[src/rtl/tsd_pkg.sv]
`timescale 1ns / 1ps
`default_nettype none
// ----------------------------------------------------------------------------
// tsd_pkg
// Shared types and constants of the touch swipe detector.
// ----------------------------------------------------------------------------
package tsd_pkg;

    localparam int unsigned FIELD_BITS  = 12;
    localparam int unsigned THRESH_BITS = 12;
    localparam int unsigned DIR_BITS    = 2;

    localparam logic [THRESH_BITS-1:0] THRESH_RESET = 12'd1023;

    typedef enum logic [1:0] {
        REQ_X     = 2'd0,
        REQ_Y     = 2'd1,
        REQ_LEVEL = 2'd2,
        REQ_TAKE  = 2'd3
    } req_type_t;

    typedef enum logic [DIR_BITS-1:0] {
        DIR_NONE  = 2'd0,
        DIR_LEFT  = 2'd1,
        DIR_RIGHT = 2'd2
    } dir_t;

    typedef struct packed {
        req_type_t              req_type;
        logic [FIELD_BITS-1:0]  event_value;
    } req_t;

    typedef struct packed {
        dir_t                   nav_dir;
        logic                   live_pressed;
        logic [FIELD_BITS-1:0]  live_y;
        logic [FIELD_BITS-1:0]  live_x;
    } result_t;

endpackage
`default_nettype wire

[src/rtl/touch_swipe_detector.sv]
`timescale 1ns / 1ps
`default_nettype none
// ----------------------------------------------------------------------------
// touch_swipe_detector
// Tracks touch events and reports left and right swipes on release.
// ----------------------------------------------------------------------------
// Accepts one event item per clock while the result side is not stalled and
// returns one result item for each: an item passes the input register, then
// the state update feeding the result register. Back-pressure on m_tready
// stalls both registers together, so s_tready depends combinationally on
// m_tready. The swipe threshold is written through cfg_we / cfg_wdata; the user
// writes it only while no item is in flight, and the block does not enforce this.
// ----------------------------------------------------------------------------
module touch_swipe_detector #(
    parameter int unsigned COORD_BITS = 12
) (
    input  wire         aclk,
    input  wire         aresetn,
    input  wire         s_tvalid,
    output logic        s_tready,
    input  wire  [15:0] s_tdata,   // [11:0] event_value, [15:12] zero
    input  wire  [1:0]  s_tuser,   // [1:0] req_type
    output logic        m_tvalid,
    input  wire         m_tready,
    output logic [31:0] m_tdata,   // [11:0] live_x, [23:12] live_y,
                                   // [24] live_pressed, [26:25] nav_dir, [31:27] zero
    input  wire         cfg_we,
    input  wire  [11:0] cfg_wdata
);

    logic [tsd_pkg::THRESH_BITS-1:0] thresh_reg;
    logic                            in_valid_reg;
    tsd_pkg::req_t                   in_req_reg;
    logic                            out_valid_reg;
    tsd_pkg::result_t                out_res_reg;
    tsd_pkg::result_t                result;
    logic                            advance;
    logic                            fire;

    assign advance  = !out_valid_reg || m_tready;
    assign fire     = in_valid_reg && advance;
    assign s_tready = !in_valid_reg || advance;

    always_ff @(posedge aclk) begin
        if (!aresetn) begin
            thresh_reg <= tsd_pkg::THRESH_RESET;
        end else if (cfg_we) begin
            thresh_reg <= cfg_wdata;
        end
    end

    always_ff @(posedge aclk) begin
        if (!aresetn) begin
            in_valid_reg <= 1'b0;
        end else if (s_tready) begin
            in_valid_reg <= s_tvalid;
        end
    end

    always_ff @(posedge aclk) begin
        if (s_tready && s_tvalid) begin
            in_req_reg.req_type    <= tsd_pkg::req_type_t'(s_tuser);
            in_req_reg.event_value <= s_tdata[tsd_pkg::FIELD_BITS-1:0];
        end
    end

    tsd_core #(
        .COORD_BITS (COORD_BITS)
    ) u_core (
        .aclk      (aclk),
        .aresetn   (aresetn),
        .fire      (fire),
        .req       (in_req_reg),
        .threshold (thresh_reg),
        .result    (result)
    );

    always_ff @(posedge aclk) begin
        if (!aresetn) begin
            out_valid_reg <= 1'b0;
        end else if (advance) begin
            out_valid_reg <= in_valid_reg;
        end
    end

    always_ff @(posedge aclk) begin
        if (fire) begin
            out_res_reg <= result;
        end
    end

    assign m_tvalid = out_valid_reg;
    assign m_tdata  = {5'b0, out_res_reg};

endmodule
`default_nettype wire

[src/rtl/tsd_core.sv]
`timescale 1ns / 1ps
`default_nettype none
// ----------------------------------------------------------------------------
// tsd_core
// Touch state: live point, press origin, tracking and pending direction,
// with the release-edge swipe decision.
// ----------------------------------------------------------------------------
module tsd_core #(
    parameter int unsigned COORD_BITS = 12
) (
    input  wire                               aclk,
    input  wire                               aresetn,
    input  wire                               fire,
    input  wire tsd_pkg::req_t                req,
    input  wire [tsd_pkg::THRESH_BITS-1:0]    threshold,
    output tsd_pkg::result_t                  result
);

    localparam int unsigned CMP_BITS =
        (COORD_BITS > tsd_pkg::THRESH_BITS) ? COORD_BITS : tsd_pkg::THRESH_BITS;

    logic [COORD_BITS-1:0] cur_x_reg, cur_x_next;
    logic [COORD_BITS-1:0] cur_y_reg, cur_y_next;
    logic [COORD_BITS-1:0] origin_x_reg, origin_x_next;
    logic [COORD_BITS-1:0] origin_y_reg, origin_y_next;
    logic                  pressed_reg, pressed_next;
    logic                  tracking_reg, tracking_next;
    tsd_pkg::dir_t         pending_reg, pending_next;
    tsd_pkg::dir_t         dir_out;

    logic [COORD_BITS-1:0] val_c;
    logic                  touched;
    logic [COORD_BITS:0]   dx;
    logic [COORD_BITS:0]   dy;
    logic [COORD_BITS-1:0] adx;
    logic [COORD_BITS-1:0] ady;
    logic                  swipe;

    assign val_c   = COORD_BITS'(req.event_value);
    assign touched = |req.event_value;

    assign dx  = {1'b0, cur_x_reg} - {1'b0, origin_x_reg};
    assign dy  = {1'b0, cur_y_reg} - {1'b0, origin_y_reg};
    assign adx = dx[COORD_BITS] ? COORD_BITS'(-dx) : dx[COORD_BITS-1:0];
    assign ady = dy[COORD_BITS] ? COORD_BITS'(-dy) : dy[COORD_BITS-1:0];
    assign swipe = (CMP_BITS'(adx) > CMP_BITS'(threshold)) && (adx > ady);

    always_comb begin
        cur_x_next    = cur_x_reg;
        cur_y_next    = cur_y_reg;
        origin_x_next = origin_x_reg;
        origin_y_next = origin_y_reg;
        pressed_next  = pressed_reg;
        tracking_next = tracking_reg;
        pending_next  = pending_reg;
        dir_out       = pending_reg;
        case (req.req_type)
            tsd_pkg::REQ_X: begin
                cur_x_next = val_c;
            end
            tsd_pkg::REQ_Y: begin
                cur_y_next = val_c;
            end
            tsd_pkg::REQ_LEVEL: begin
                if (touched && !pressed_reg) begin
                    origin_x_next = cur_x_reg;
                    origin_y_next = cur_y_reg;
                    tracking_next = 1'b1;
                end else if (!touched && pressed_reg && tracking_reg) begin
                    if (swipe) begin
                        pending_next = dx[COORD_BITS] ? tsd_pkg::DIR_LEFT
                                                      : tsd_pkg::DIR_RIGHT;
                    end
                    tracking_next = 1'b0;
                end
                pressed_next = touched;
                dir_out      = pending_next;
            end
            tsd_pkg::REQ_TAKE: begin
                pending_next = tsd_pkg::DIR_NONE;
            end
            default: begin
                pending_next = pending_reg;
            end
        endcase
    end

    always_comb begin
        result.live_x       = tsd_pkg::FIELD_BITS'(cur_x_next);
        result.live_y       = tsd_pkg::FIELD_BITS'(cur_y_next);
        result.live_pressed = pressed_next;
        result.nav_dir      = dir_out;
    end

    always_ff @(posedge aclk) begin
        if (!aresetn) begin
            cur_x_reg    <= '0;
            cur_y_reg    <= '0;
            origin_x_reg <= '0;
            origin_y_reg <= '0;
            pressed_reg  <= 1'b0;
            tracking_reg <= 1'b0;
            pending_reg  <= tsd_pkg::DIR_NONE;
        end else if (fire) begin
            cur_x_reg    <= cur_x_next;
            cur_y_reg    <= cur_y_next;
            origin_x_reg <= origin_x_next;
            origin_y_reg <= origin_y_next;
            pressed_reg  <= pressed_next;
            tracking_reg <= tracking_next;
            pending_reg  <= pending_next;
        end
    end

endmodule
`default_nettype wire

[config.mk]
export PLATFORM = sky130hd
export DESIGN_NAME = touch_swipe_detector
export DESIGN_NICKNAME = d
export VERILOG_FILES = /design/src/rtl/tsd_pkg.sv /design/src/rtl/touch_swipe_detector.sv /design/src/rtl/tsd_core.sv
export SDC_FILE = /design/constraint.sdc
export NUM_CORES = 1
export LEC_CHECK = 0
export ABC_AREA = 1
export ABC_CLOCK_PERIOD_IN_PS = 3200
export BUFFER_PORTS_ARGS = -buffer_cell sky130_fd_sc_hd__buf_4
export CELL_PAD_IN_SITES_DETAIL_PLACEMENT = 1
export CELL_PAD_IN_SITES_GLOBAL_PLACEMENT = 1
export CORE_MARGIN = 2
export CORE_UTILIZATION = 41
export CTS_BUF_LIST = sky130_fd_sc_hd__clkbuf_2
export CTS_CLUSTER_SIZE = 30
export DETAILED_ROUTE_END_ITERATION = 7
export HOLD_SLACK_MARGIN = 0.12
export PLACE_DENSITY = 0.86
export SYNTH_ARGS = -nofsm -noshare
export SYNTH_HDL_FRONTEND = slang
export SYNTH_SLANG_ARGS = --single-unit
export TNS_END_PERCENT = 1
[constraint.sdc]
create_clock -name aclk -period 3.2 [get_ports aclk]
set_clock_uncertainty 0.1 [all_clocks]
set_input_delay 0.32 -clock aclk [delete_from_list [all_inputs] [get_ports aclk]]
set_output_delay 0.32 -clock aclk [all_outputs]
set_load 0.01 [all_outputs]
Word level (Yosys, flattened, before mapping)
Index checks and enable logic that the tools add are counted.

Flip-flop bits (word level): 107. Input port bits: 35. Output and inout bits: 34. Word-level logic and storage cells: 57.

$add $sub $neg: 4. Magnitude comparators: 2. Equality and inequality tests: 3. Muxes and demuxes: 13. Reduce and logical (&&, ||, !) cells: 19.

Operators with widths (count): 12-bit two-way mux (4); 12-bit by 12-bit subtractor with 13-bit output (2); 12-bit > comparator (2); 12-bit negation (2); 12-bit OR reduction (1); 2-bit two-way mux (5); 1-bit logical AND (6); 3-bit AND reduction (2); 2-bit == test, second input constant (2); 1-bit zero test (4); 2-bit case mux with 2 select lines (1); 2-bit nonzero test (2); 1-bit two-way mux (3); 2-bit by 1-bit == test with 1-bit output, second input constant (1); 2-bit zero test (1); 1-bit logical OR (2); 2-bit AND reduction (1).

Logic depth before layout (Yosys ltp)
Gate-level depths: netlist (run 1).

Depth in word-level cells: 9. Mapped depth: 28. Depth with buffers taken out: 28.

Modules after synthesis
Synthesis (run 1) repeated with hierarchy kept, for this count alone.

Cells, all modules: 851. Area, all modules: 6454.9 um^2.

Modules (own cells, without submodules): tsd_core (instances 1, cells each 739, area each 4678.2 um^2, sequential area each 1041.0 um^2); touch_swipe_detector (instances 1, cells each 112, area each 1776.7 um^2, sequential area each 1511.4 um^2).

Worst setup path after synthesis (run 1)
Ideal clock, no wire load.

Path type: register to register. Start: register u_core.cur_x_reg[0]. End: register out_res_reg (netlist bit m_tdata[26]) (data pin). Library setup time: 264 ps. Arrival time: 3137 ps. Data required time: 2836 ps. Slack: -301 ps. Cell stages (with the launch flop): 26. Path buffers: 0. Clock period less this slack: 3501 ps. Cell sequence: dfxtp_1 > inv_1 > ha_1 > fa_1 > inv_1 > nand2_1 > nand2_2 > nand3_2 > nand2_2 > nand2_2 > o21ai_0 > xnor2_1 > nand3_1 > o21ai_0 > xor2_1 > ha_1 > nand2_1 > inv_1 > nand2_1 > nor2_2 > nand2_1 > nand2_1 > nor2_2 > nand4_2 > nand3_1 > o21ai_0.

RTL lines: from (decl) (RTL line tsd_core.sv:22) `logic [COORD_BITS-1:0] cur_x_reg, cur_x_next;`; from (signal assigned) (RTL line tsd_core.sv:105) `cur_x_reg <= cur_x_next;`; to (signal assigned) (RTL line touch_swipe_detector.sv:88) `out_res_reg <= result;`; to (decl) (RTL line touch_swipe_detector.sv:35) `tsd_pkg::result_t out_res_reg;`.

Worst setup path after layout (run 1)
Start: register u_core.cur_x_reg[0]. End: register u_core.pending_reg[1].

Cells in the longest elaborated chain, start to end: 9. Elaborated cells between the ends (all ways): 11. Those cells by class: add/sub (2); order compare (2); mux (6); reduce/logical (1).

Ends and longest elaborated chain: 12-bit by 12-bit subtractor with 13-bit output * (RTL line tsd_core.sv:42) `assign dx = {1'b0, cur_x_reg} - {1'b0, origin_x_reg};`; 12-bit negation (RTL line tsd_core.sv:44) `assign adx = dx[COORD_BITS] ? COORD_BITS'(-dx) : dx[COORD_BITS-1:0];`; 12-bit two-way mux (RTL line tsd_core.sv:44); 12-bit > comparator (RTL line tsd_core.sv:46) `assign swipe = (CMP_BITS'(adx) > CMP_BITS'(threshold)) && (adx > ady);`; 1-bit logical AND (RTL line tsd_core.sv:46); 2-bit two-way mux * (RTL line tsd_core.sv:70) `if (swipe) begin`; 2-bit two-way mux * (RTL line tsd_core.sv:69) `end else if (!touched && pressed_reg && tracking_reg) begin`; 2-bit two-way mux * (RTL line tsd_core.sv:65) `if (touched && !pressed_reg) begin`; 2-bit case mux with 2 select lines * (RTL line tsd_core.sv:57) `case (req.req_type)`; to (signal assigned) (RTL line tsd_core.sv:103) `pending_reg <= tsd_pkg::DIR_NONE;`; to (signal assigned) (RTL line tsd_core.sv:111) `pending_reg <= pending_next;`; to (decl) (RTL line tsd_core.sv:28) `tsd_pkg::dir_t pending_reg, pending_next;`.

Every way passes the cells marked *; elsewhere a longest branch is shown, timed or not. A chain may end at the register's enable or synchronous reset.

==> impl_metrics.csv, run 1 <==
group,metric,value,unit
floorplanning,chipWidth,128.1,µm
setup_path,rrSetupSlack,-0.86,ns
grt,grt-ovfl-total,0,
power_and_ir_drop,ir_drop,277.1,µV
min_path,hold_depth,2,
yosys,syn_area_per_cell,7.818,µm²
clocking,cts_buffers,9,
floorplanning,start_util,0.4171,
setup_path,cp_slowest_cell,"dfxtp_2",
grt,busiest_layer,"met2",
setup_path,reg2reg_depth,27,
cells_and_area,num-fill-cells,1775,
drt,drc,0,
placement,gp_congestion,0.8322,
floorplanning,core_area,15150,µm²
sta,fmax,246.0,MHz
setup_path,worst-path-buf-inv,4,
yosys,ys_warn_count,0,
grt,grt_pass1_vias,7521,
drt,antenna_left,0,
cells_and_area,fin_area,9076,µm²
yosys,synth_cell_types,39,
clocking,clk_pin_slew,0.37,ns
sta,rsz0062_at_grt,"true",
min_path,hp-class,"in -> reg",
sta,finalHoldViolCount,0,
drt,vias,6975,
sta,finalCriticalPeriod,4.065,ns
yosys,seq_area_frac_synth,0.4040,
setup_path,endpoint_kind,"flop",
clocking,cts_htree_levels,3,
setup_path,timing.rr.start,"u_core.cur_x_reg[0]$_SDFFE_PN0P_",
cells_and_area,layout-drive-gt1-share,0.3150,
setup_path,crit_fanout,4,
grt,gr-usage-met2,0.5863,
placement,post_dp_cell_area,7894,µm²
floorplanning,pin_count,69,
drt,drt_first_pass_iters,4,
floorplanning,rows,45,
cells_and_area,syn_to_final_growth,43.67,%
min_path,hold_end,"in_req_reg[7]$_DFFE_PP_",
min_path,min_from,"s_tdata[7]",
floorplanning,die_h,128.1,µm
setup_path,cp.required,3.71,ns
status,failed_checks,"setup timing",
power_and_ir_drop,p_leak,4.266,nW
sta,period_share,1.270,
drt,drtIter0Drc,405,
drt,vias_per_cell,5.598,
yosys,syn_inst,808,
drt,routedWlPerCell,21.98,µm
clocking,cts_tree,"yes",
setup_path,r2r-end,"u_core.pending_reg[1]$_SDFFE_PN0P_",
grt,gr-usage-met3,0.04048,
drt,wl,27.39,mm
job,cap_viol_max_count,0,
setup_path,crit_type,"reg -> reg",
clocking,cts_max_path_buffers,2,
power_and_ir_drop,p_total,0.005411,W
clocking,clock_latency,0.67,ns
grt,grt_use_met1,0.3185,
clocking,cts_sinks,107,
clocking,clock_tree.root_cell,"clkbuf_2",
placement,portBuffers,59,
setup_path,arrival,4.57,ns
cells_and_area,fin_util,0.5993,
grt,antenna_found_initial,1,
sta,tightest_slew,0.6793,ns
grt,grt_use_total,0.3007,
placement,hpwl,15.79,mm
grt,grt_max_degree,42,
setup_path,cp_top_family,"simple AND/OR/NAND/NOR gates",
status,outcome,"complete, but fails checks",
sta,setup_ws,-0.8650,ns
sta,slew_viol_final,0,
setup_path,worstSetupStartpointType,"flop",
sta,relSlewSlack,0.5460,
grt,grt_pass1_wl,38.16,mm
yosys,synth_area,6317,µm²
yosys,ys_ff_latch,107,
setup_path,slowest_delay,0.43,ns
placement,pre_cts_slack,-0.5944,ns
sta,setup_viol,4,
floorplanning,die-area,16420,µm²
cells_and_area,largest_register_ffs,27,
cells_and_area,nNetsFinal,1137,
setup_path,crit_top_cell,"nand2_1",
power_and_ir_drop,p_per_area,596.2,nW/µm²
-- cell usage in the layout (no fill, tap or decap), types with 4 or more instances in the layout --
cell type / Yosys / routed
buf_4: 5 / 201
nand2_1: 145 / 128
inv_1: 135 / 127
dfxtp_1: 66 / 63
a21oi_1: 67 / 62
o21ai_0: 61 / 56
dlygate4sd3_1: 0 / 55
nor2_1: 55 / 48
edfxtp_1: 41 / 41
ha_1: 48 / 37
nand3_1: 41 / 31
nand2_2: 13 / 24
a211oi_1: 21 / 20
nand3_2: 6 / 15
inv_2: 5 / 12
xor2_1: 15 / 11
nand2_4: 4 / 10
ha_4: 0 / 9
clkbuf_2: 0 / 9
nor2_4: 1 / 8
nand4_1: 8 / 8
xnor2_1: 8 / 7
a21oi_2: 1 / 6
a31oi_1: 7 / 6
nor2_2: 5 / 5
conb_1: 1 / 5
xor2_2: 0 / 4
-- synthesized netlist by cell type (all sizes together) --
| library cell | instances | area share |
|---|---|---|
| clkbuf | 23 | 0.014 |
| o41ai | 1 | 0.0014 |
| a221oi | 2 | 0.0028 |
| nand3b | 3 | 0.0036 |
| buf | 5 | 0.0059 |
| clkinv | 1 | 0.00059 |
| inv | 140 | 0.083 |
| nor4 | 3 | 0.0030 |
| dfxtp | 66 | 0.21 |
| xnor2 | 8 | 0.011 |
| nand2 | 162 | 0.11 |
| o21bai | 4 | 0.0053 |
| edfxtp | 41 | 0.19 |
| a31oi | 7 | 0.0069 |
| o221ai | 2 | 0.0028 |
| or2 | 1 | 0.0014 |
| nor3 | 3 | 0.0024 |
| nor3b | 2 | 0.0032 |
| nor2 | 61 | 0.039 |
| nand4 | 9 | 0.0099 |
| fa | 2 | 0.0063 |
| conb | 1 | 0.00059 |
| o21ai | 62 | 0.049 |
| a21oi | 68 | 0.054 |
| ha | 48 | 0.095 |
| xor2 | 15 | 0.021 |
| nand3 | 47 | 0.042 |
| a211oi | 21 | 0.025 |
-- cell type report --
cell class,instances,area [µm²],area share
Inverter,141,534.3,0.05886
Clock inverter,7,80.08,0.008823
Tap cell,188,235.2,0.02592
Antenna cell,1,2.502,0.0002757
Sequential cell,107,2556,0.2816
Timing Repair Buffer,257,2071,0.2282
Clock buffer,9,45.04,0.004963
Multi-Input combinational cell,536,3552,0.3914
-- layer usage --
layer  vias to the layer above  part of all wire
met3                       120             0.045
li1                       3134                 -
met1                      3415              0.37
met4                         0             0.055
met2                       306              0.53
met5                         -                 0
-- worst max-delay path by stage --
stage,startpoint,to,slack (ns),depth (start not counted)
floorplan,u_core.cur_x_reg[0]$_SDFFE_PN0P_,m_tdata[26]$_DFFE_PP_,-0.10,23
global placement,u_core.cur_y_reg[0]$_SDFFE_PN0P_,m_tdata[26]$_DFFE_PP_,-0.28,23
detailed placement,u_core.cur_y_reg[0]$_SDFFE_PN0P_,m_tdata[26]$_DFFE_PP_,-0.59,23
CTS,u_core.cur_x_reg[0]$_SDFFE_PN0P_,m_tdata[26]$_DFFE_PP_,-0.46,25
global route,u_core.cur_x_reg[0]$_SDFFE_PN0P_,u_core.pending_reg[1]$_SDFFE_PN0P_,-1.04,27
finish,u_core.cur_x_reg[0]$_SDFFE_PN0P_,u_core.pending_reg[1]$_SDFFE_PN0P_,-0.86,27
-- cells by family after synthesis --
group           share of synthesized area
xor+xnor                          0.03189
simple gates                       0.2109
fa+ha+maj                          0.1014
buf+inv                            0.1034
compound gates                     0.1478
flops                              0.4040
other cells                     0.0005936
-- report_power, final --
part           total [W]  internal (W)  switching (W)
Clock           0.000708      0.000139       0.000568
Sequential       0.00156       0.00151      0.0000552
Combinational    0.00314       0.00135        0.00179
Total            0.00541       0.00300        0.00241
-- metrics by stage --
step | setup TNS (ns) | instances | hold slack [ns]
after floorplan | -0.2283 | 812 | 0.3189
after global placement | -0.9091 | 1162 | 0.3376
after detailed placement | -2.095 | 1162 | 0.3574
after CTS | -1.644 | 1243 | 0.2200
after global routing | -3.951 | 1246 | 0.2276
final | -3.281 | 1246 | 0.2692
-- what timing repair did --
item,in CTS,in global routing
setup buffers,10,3
setup endpoints to repair,4,4
resized for setup,44,50
hold buffers,55,0
pin swaps,34,38
hold endpoints to repair,57,0
Power figures use the tool's default switching activity.
==> run 2: changes to the inputs <==
Settings changed: ABC_AREA 1 to not set, CORE_ASPECT_RATIO set to 2, CORE_UTILIZATION 41 to 43.
==> run 2 against run 1 <==
The flow still finishes with violations (setup timing). Critical endpoint is now m_tdata[26]$_DFFE_PP_. Sequential share of layout area is 0.25 points lower. Final cell count is 9.1% lower. Sequential cell count stayed put. Synthesized area is 1.4% higher. Cell area is 1.1% higher. Total power is 30% lower. First-iteration DRC count is 0.74% lower. Critical path type unchanged. Worst setup slack worse by 1.2 ns. Synthesized cell count is 16% lower. Register-to-register slack worse by 1.2 ns.
==> impl_metrics.csv, run 2 <==
group,metric,value,unit
status,outcome,"complete, but fails checks",
status,failed_checks,"setup timing",
setup_path,r2r-end,"m_tdata[26]$_DFFE_PP_",
yosys,ys_top_cells_by_area,"dfxtp_1 21%, edfxtp_1 19%, ha_1 9.4%, nand2_1 4.9%, mux2i_1 4.8%",
clocking,cts_max_path_buffers,2,
power_and_ir_drop,internal_power,0.002342,W
grt,grt-ovfl-total,0,
setup_path,crit_chain,"inv_1, ha_1, a21o_1, a221oi_1, o311ai_1, or3_1, a211o_1, nor3_2, a31oi_1, xnor2_1, ha_1, nand2_1, nor3_4, inv_1, o211a_1, o21ai_2, a211oi_2, buf_4, mux2i_1",
grt,grt_pass1_vias,7257,
drt,drc,0,
setup_path,slowest_delay,0.43,ns
sta,finalHoldViolCount,0,
clocking,cts_buffers,9,
placement,hpwl,15.69,mm
cells_and_area,mostFrequentLayoutCell,"buf_4",
setup_path,rrSetupSlack,-2.04,ns
cells_and_area,final-seq-area,2562,µm²
setup_path,timing.rr.start,"u_core.origin_y_reg[3]$_SDFFE_PN0P_",
floorplanning,die-area,15940,µm²
setup_path,crit_fanout,4,
drt,vias_per_cell,5.953,
floorplanning,pin_count,69,
setup_path,crit_type,"reg -> reg",
floorplanning,die_h,176.6,µm
sta,period_share,1.637,
grt,grt_pass1_wl,38.13,mm
setup_path,reg2reg_depth,19,
yosys,syn_inst,675,
yosys,yosys-top-cells-count,"84 x nand2_1, 66 x dfxtp_1, 48 x ha_1",
cells_and_area,final_cell_mix,"211 x buf_4, 82 x nand2_1, 58 x dfxtp_1",
clocking,cts_tree,"yes",
sta,slew_viol_final,0,
cells_and_area,nNetsFinal,1017,
placement,pre_cts_slack,-1.479,ns
yosys,async_flop_share,0,
setup_path,cp.required,3.55,ns
sta,tightest_slew,0.8228,ns
cells_and_area,final_cell_count_no_fill,1133,
floorplanning,rows,63,
clocking,clk_pin_slew,0.41,ns
power_and_ir_drop,ir_drop,310.4,µV
setup_path,cp_top_family,"compound AO/OA/AOI/OAI gates",
sta,finalCriticalPeriod,5.239,ns
placement,gp_congestion,0.8774,
yosys,yosysTopAreaCell,"dfxtp_1",
job,cap_viol_max_count,0,
placement,dp_cells,1050,
floorplanning,core_area,14660,µm²
yosys,synthFlopType,"dfxtp_1",
sta,rsz0062_at_grt,"true",
power_and_ir_drop,p_sw,0.001466,W
power_and_ir_drop,switching_share,0.3850,
yosys,synth_top_area_frac,0.2063,
clocking,cts_htree_levels,3,
floorplanning,chipWidth,90.29,µm
grt,antenna_found_initial,1,
min_path,hold_end,"in_req_reg[8]$_DFFE_PP_",
clocking,clock_latency,0.74,ns
clocking,cts_sinks,107,
power_and_ir_drop,p_per_area,414.9,nW/µm²
clocking,clock_tree.root_cell,"clkbuf_2",
yosys,syn_area_per_cell,9.487,µm²
yosys,synth_area,6404,µm²
cells_and_area,layout-drive-gt1-share,0.3426,
sta,setup_ws,-2.039,ns
setup_path,cp_slowest_cell,"dfxtp_2",
setup_path,arrival,5.59,ns
drt,wl,30.16,mm
drt,vias,6745,
setup_path,worst-path-buf-inv,3,
power_and_ir_drop,p_comb_frac,0.402,
floorplanning,start_util,0.4368,
sta,setup_viol,4,
cells_and_area,largest_register_ffs,27,
cells_and_area,fin_util,0.6260,
yosys,synth_edf_count,41,
drt,routedWlPerCell,26.62,µm
drt,antenna_left,0,
yosys,synth.most_common_cell,"nand2_1",
grt,grt_max_degree,68,
setup_path,endpoint_kind,"flop",
drt,drt_first_pass_iters,5,
min_path,min_from,"s_tdata[8]",
yosys,ys_warn_count,0,
yosys,seq_area_frac_synth,0.3986,
power_and_ir_drop,seqPwrFrac,0.398,
cells_and_area,multi_input_area,3894,µm²
min_path,hp-class,"in -> reg",
placement,portBuffers,59,
yosys,synth_cell_types,69,
sta,relSlewSlack,0.4485,
power_and_ir_drop,p_leak,3.892,nW
cells_and_area,syn_to_final_growth,43.34,%
cells_and_area,num-fill-cells,1647,
grt,grt_use_total,0.3079,
sta,fmax,190.9,MHz
power_and_ir_drop,clkPwrFrac,0.200,
setup_path,worstSetupStartpointType,"flop",
drt,drtIter0Drc,402,
min_path,hold_depth,2,
yosys,ys_ff_latch,107,
-- run 2: changes by cell type after synthesis, moves of 22 or more --
cell      change
nor2_1       -28
mux2i_1      +31
o21ai_0      -39
nand3_1      -31
a21oi_1      -32
a21boi_0     +25
mux2_2       +22
inv_1        -89
nand2_1      -61
nor2b_1      +39
-- run 2: how the worst max path moves through the flow --
| stage | start | endpoint | slack [ns] | cells past startpoint |
|---|---|---|---|---|
| after floorplan | u_core.cur_x_reg[0]$_SDFFE_PN0P_ | m_tdata[25]$_DFFE_PP_ | -1.15 | 20 |
| after global placement | u_core.cur_x_reg[0]$_SDFFE_PN0P_ | m_tdata[25]$_DFFE_PP_ | -1.24 | 21 |
| after detailed placement | u_core.cur_x_reg[0]$_SDFFE_PN0P_ | m_tdata[25]$_DFFE_PP_ | -1.48 | 21 |
| after CTS | u_core.origin_y_reg[3]$_SDFFE_PN0P_ | m_tdata[25]$_DFFE_PP_ | -1.27 | 17 |
| after global routing | u_core.origin_y_reg[5]$_SDFFE_PN0P_ | m_tdata[26]$_DFFE_PP_ | -2.12 | 19 |
| final | u_core.origin_y_reg[3]$_SDFFE_PN0P_ | m_tdata[26]$_DFFE_PP_ | -2.04 | 19 |
-- run 2: area by class of cell --
class | instances | area share
tap | 195 | 0.02658
clock buffer | 9 | 0.004907
clock inverter | 7 | 0.009951
timing repair buffer | 269 | 0.2361
multi-input combinational | 499 | 0.4242
inverter | 46 | 0.01881
sequential | 107 | 0.2792
antenna | 1 | 0.0002726
-- run 2: per-layer routing --
layer | track usage | wire (µm) | part of all wire | up-vias
met2 | 0.6037 | 16300 | 0.54 | 345
met3 | 0.04481 | 1232 | 0.041 | 184
met1 | 0.2927 | 9869 | 0.33 | 3331
met5 | 0 | 0 | 0 | -
li1 | - | - | - | 2885
met4 | 0.1955 | 2762 | 0.092 | 0
-- run 2: logic make-up (layout without fill, tap and decap cells) --
kind of cell,Yosys count,count (layout),share of synthesized area
AOI/OAI and AO/OA,144,144,0.1512
xor gates and xnor gates,36,36,0.05158
adders and majority gates,51,51,0.1016
buffers and inverters,73,331,0.04826
DFF,107,107,0.3986
muxes,54,54,0.08890
other,1,6,0.0005856
and+or+nand+nor,209,209,0.1592
-- run 2: timing repair --
action | 4_1_cts | 5_1_grt
hold endpoints to repair | 78 | 0
endpoints found under the setup margin | 4 | 4
pin swaps | 12 | 33
gates resized for setup | 33 | 43
hold buffers | 56 | 0
buffers inserted | 3 | 8
-- run 2: metrics by stage --
| step | setup TNS [ns] | hold slack, ns | area (µm²) | total power [W] |
|---|---|---|---|---|
| 2_1_floorplan | -3.983 | 0.3189 | 6460 | 0.002140 |
| 3_3_place_gp | -4.749 | 0.3528 | 8104 | 0.002574 |
| 3_5_place_dp | -5.763 | 0.3678 | 8104 | 0.002653 |
| 4_1_cts | -4.961 | 0.1973 | 8940 | 0.003481 |
| 5_1_grt | -7.783 | 0.1709 | 9179 | 0.003919 |
| 6_report | -7.342 | 0.1858 | 9179 | 0.003808 |
-- run 2: power by group through the flow --
stage               clock network, W  logic, W  registers (W)
finish                      0.000762   0.00153        0.00152
global route                0.000796   0.00161        0.00152
CTS                         0.000720   0.00126        0.00151
detailed placement                 0   0.00112        0.00153
global placement                   0   0.00105        0.00153
floorplan                          0  0.000615        0.00152
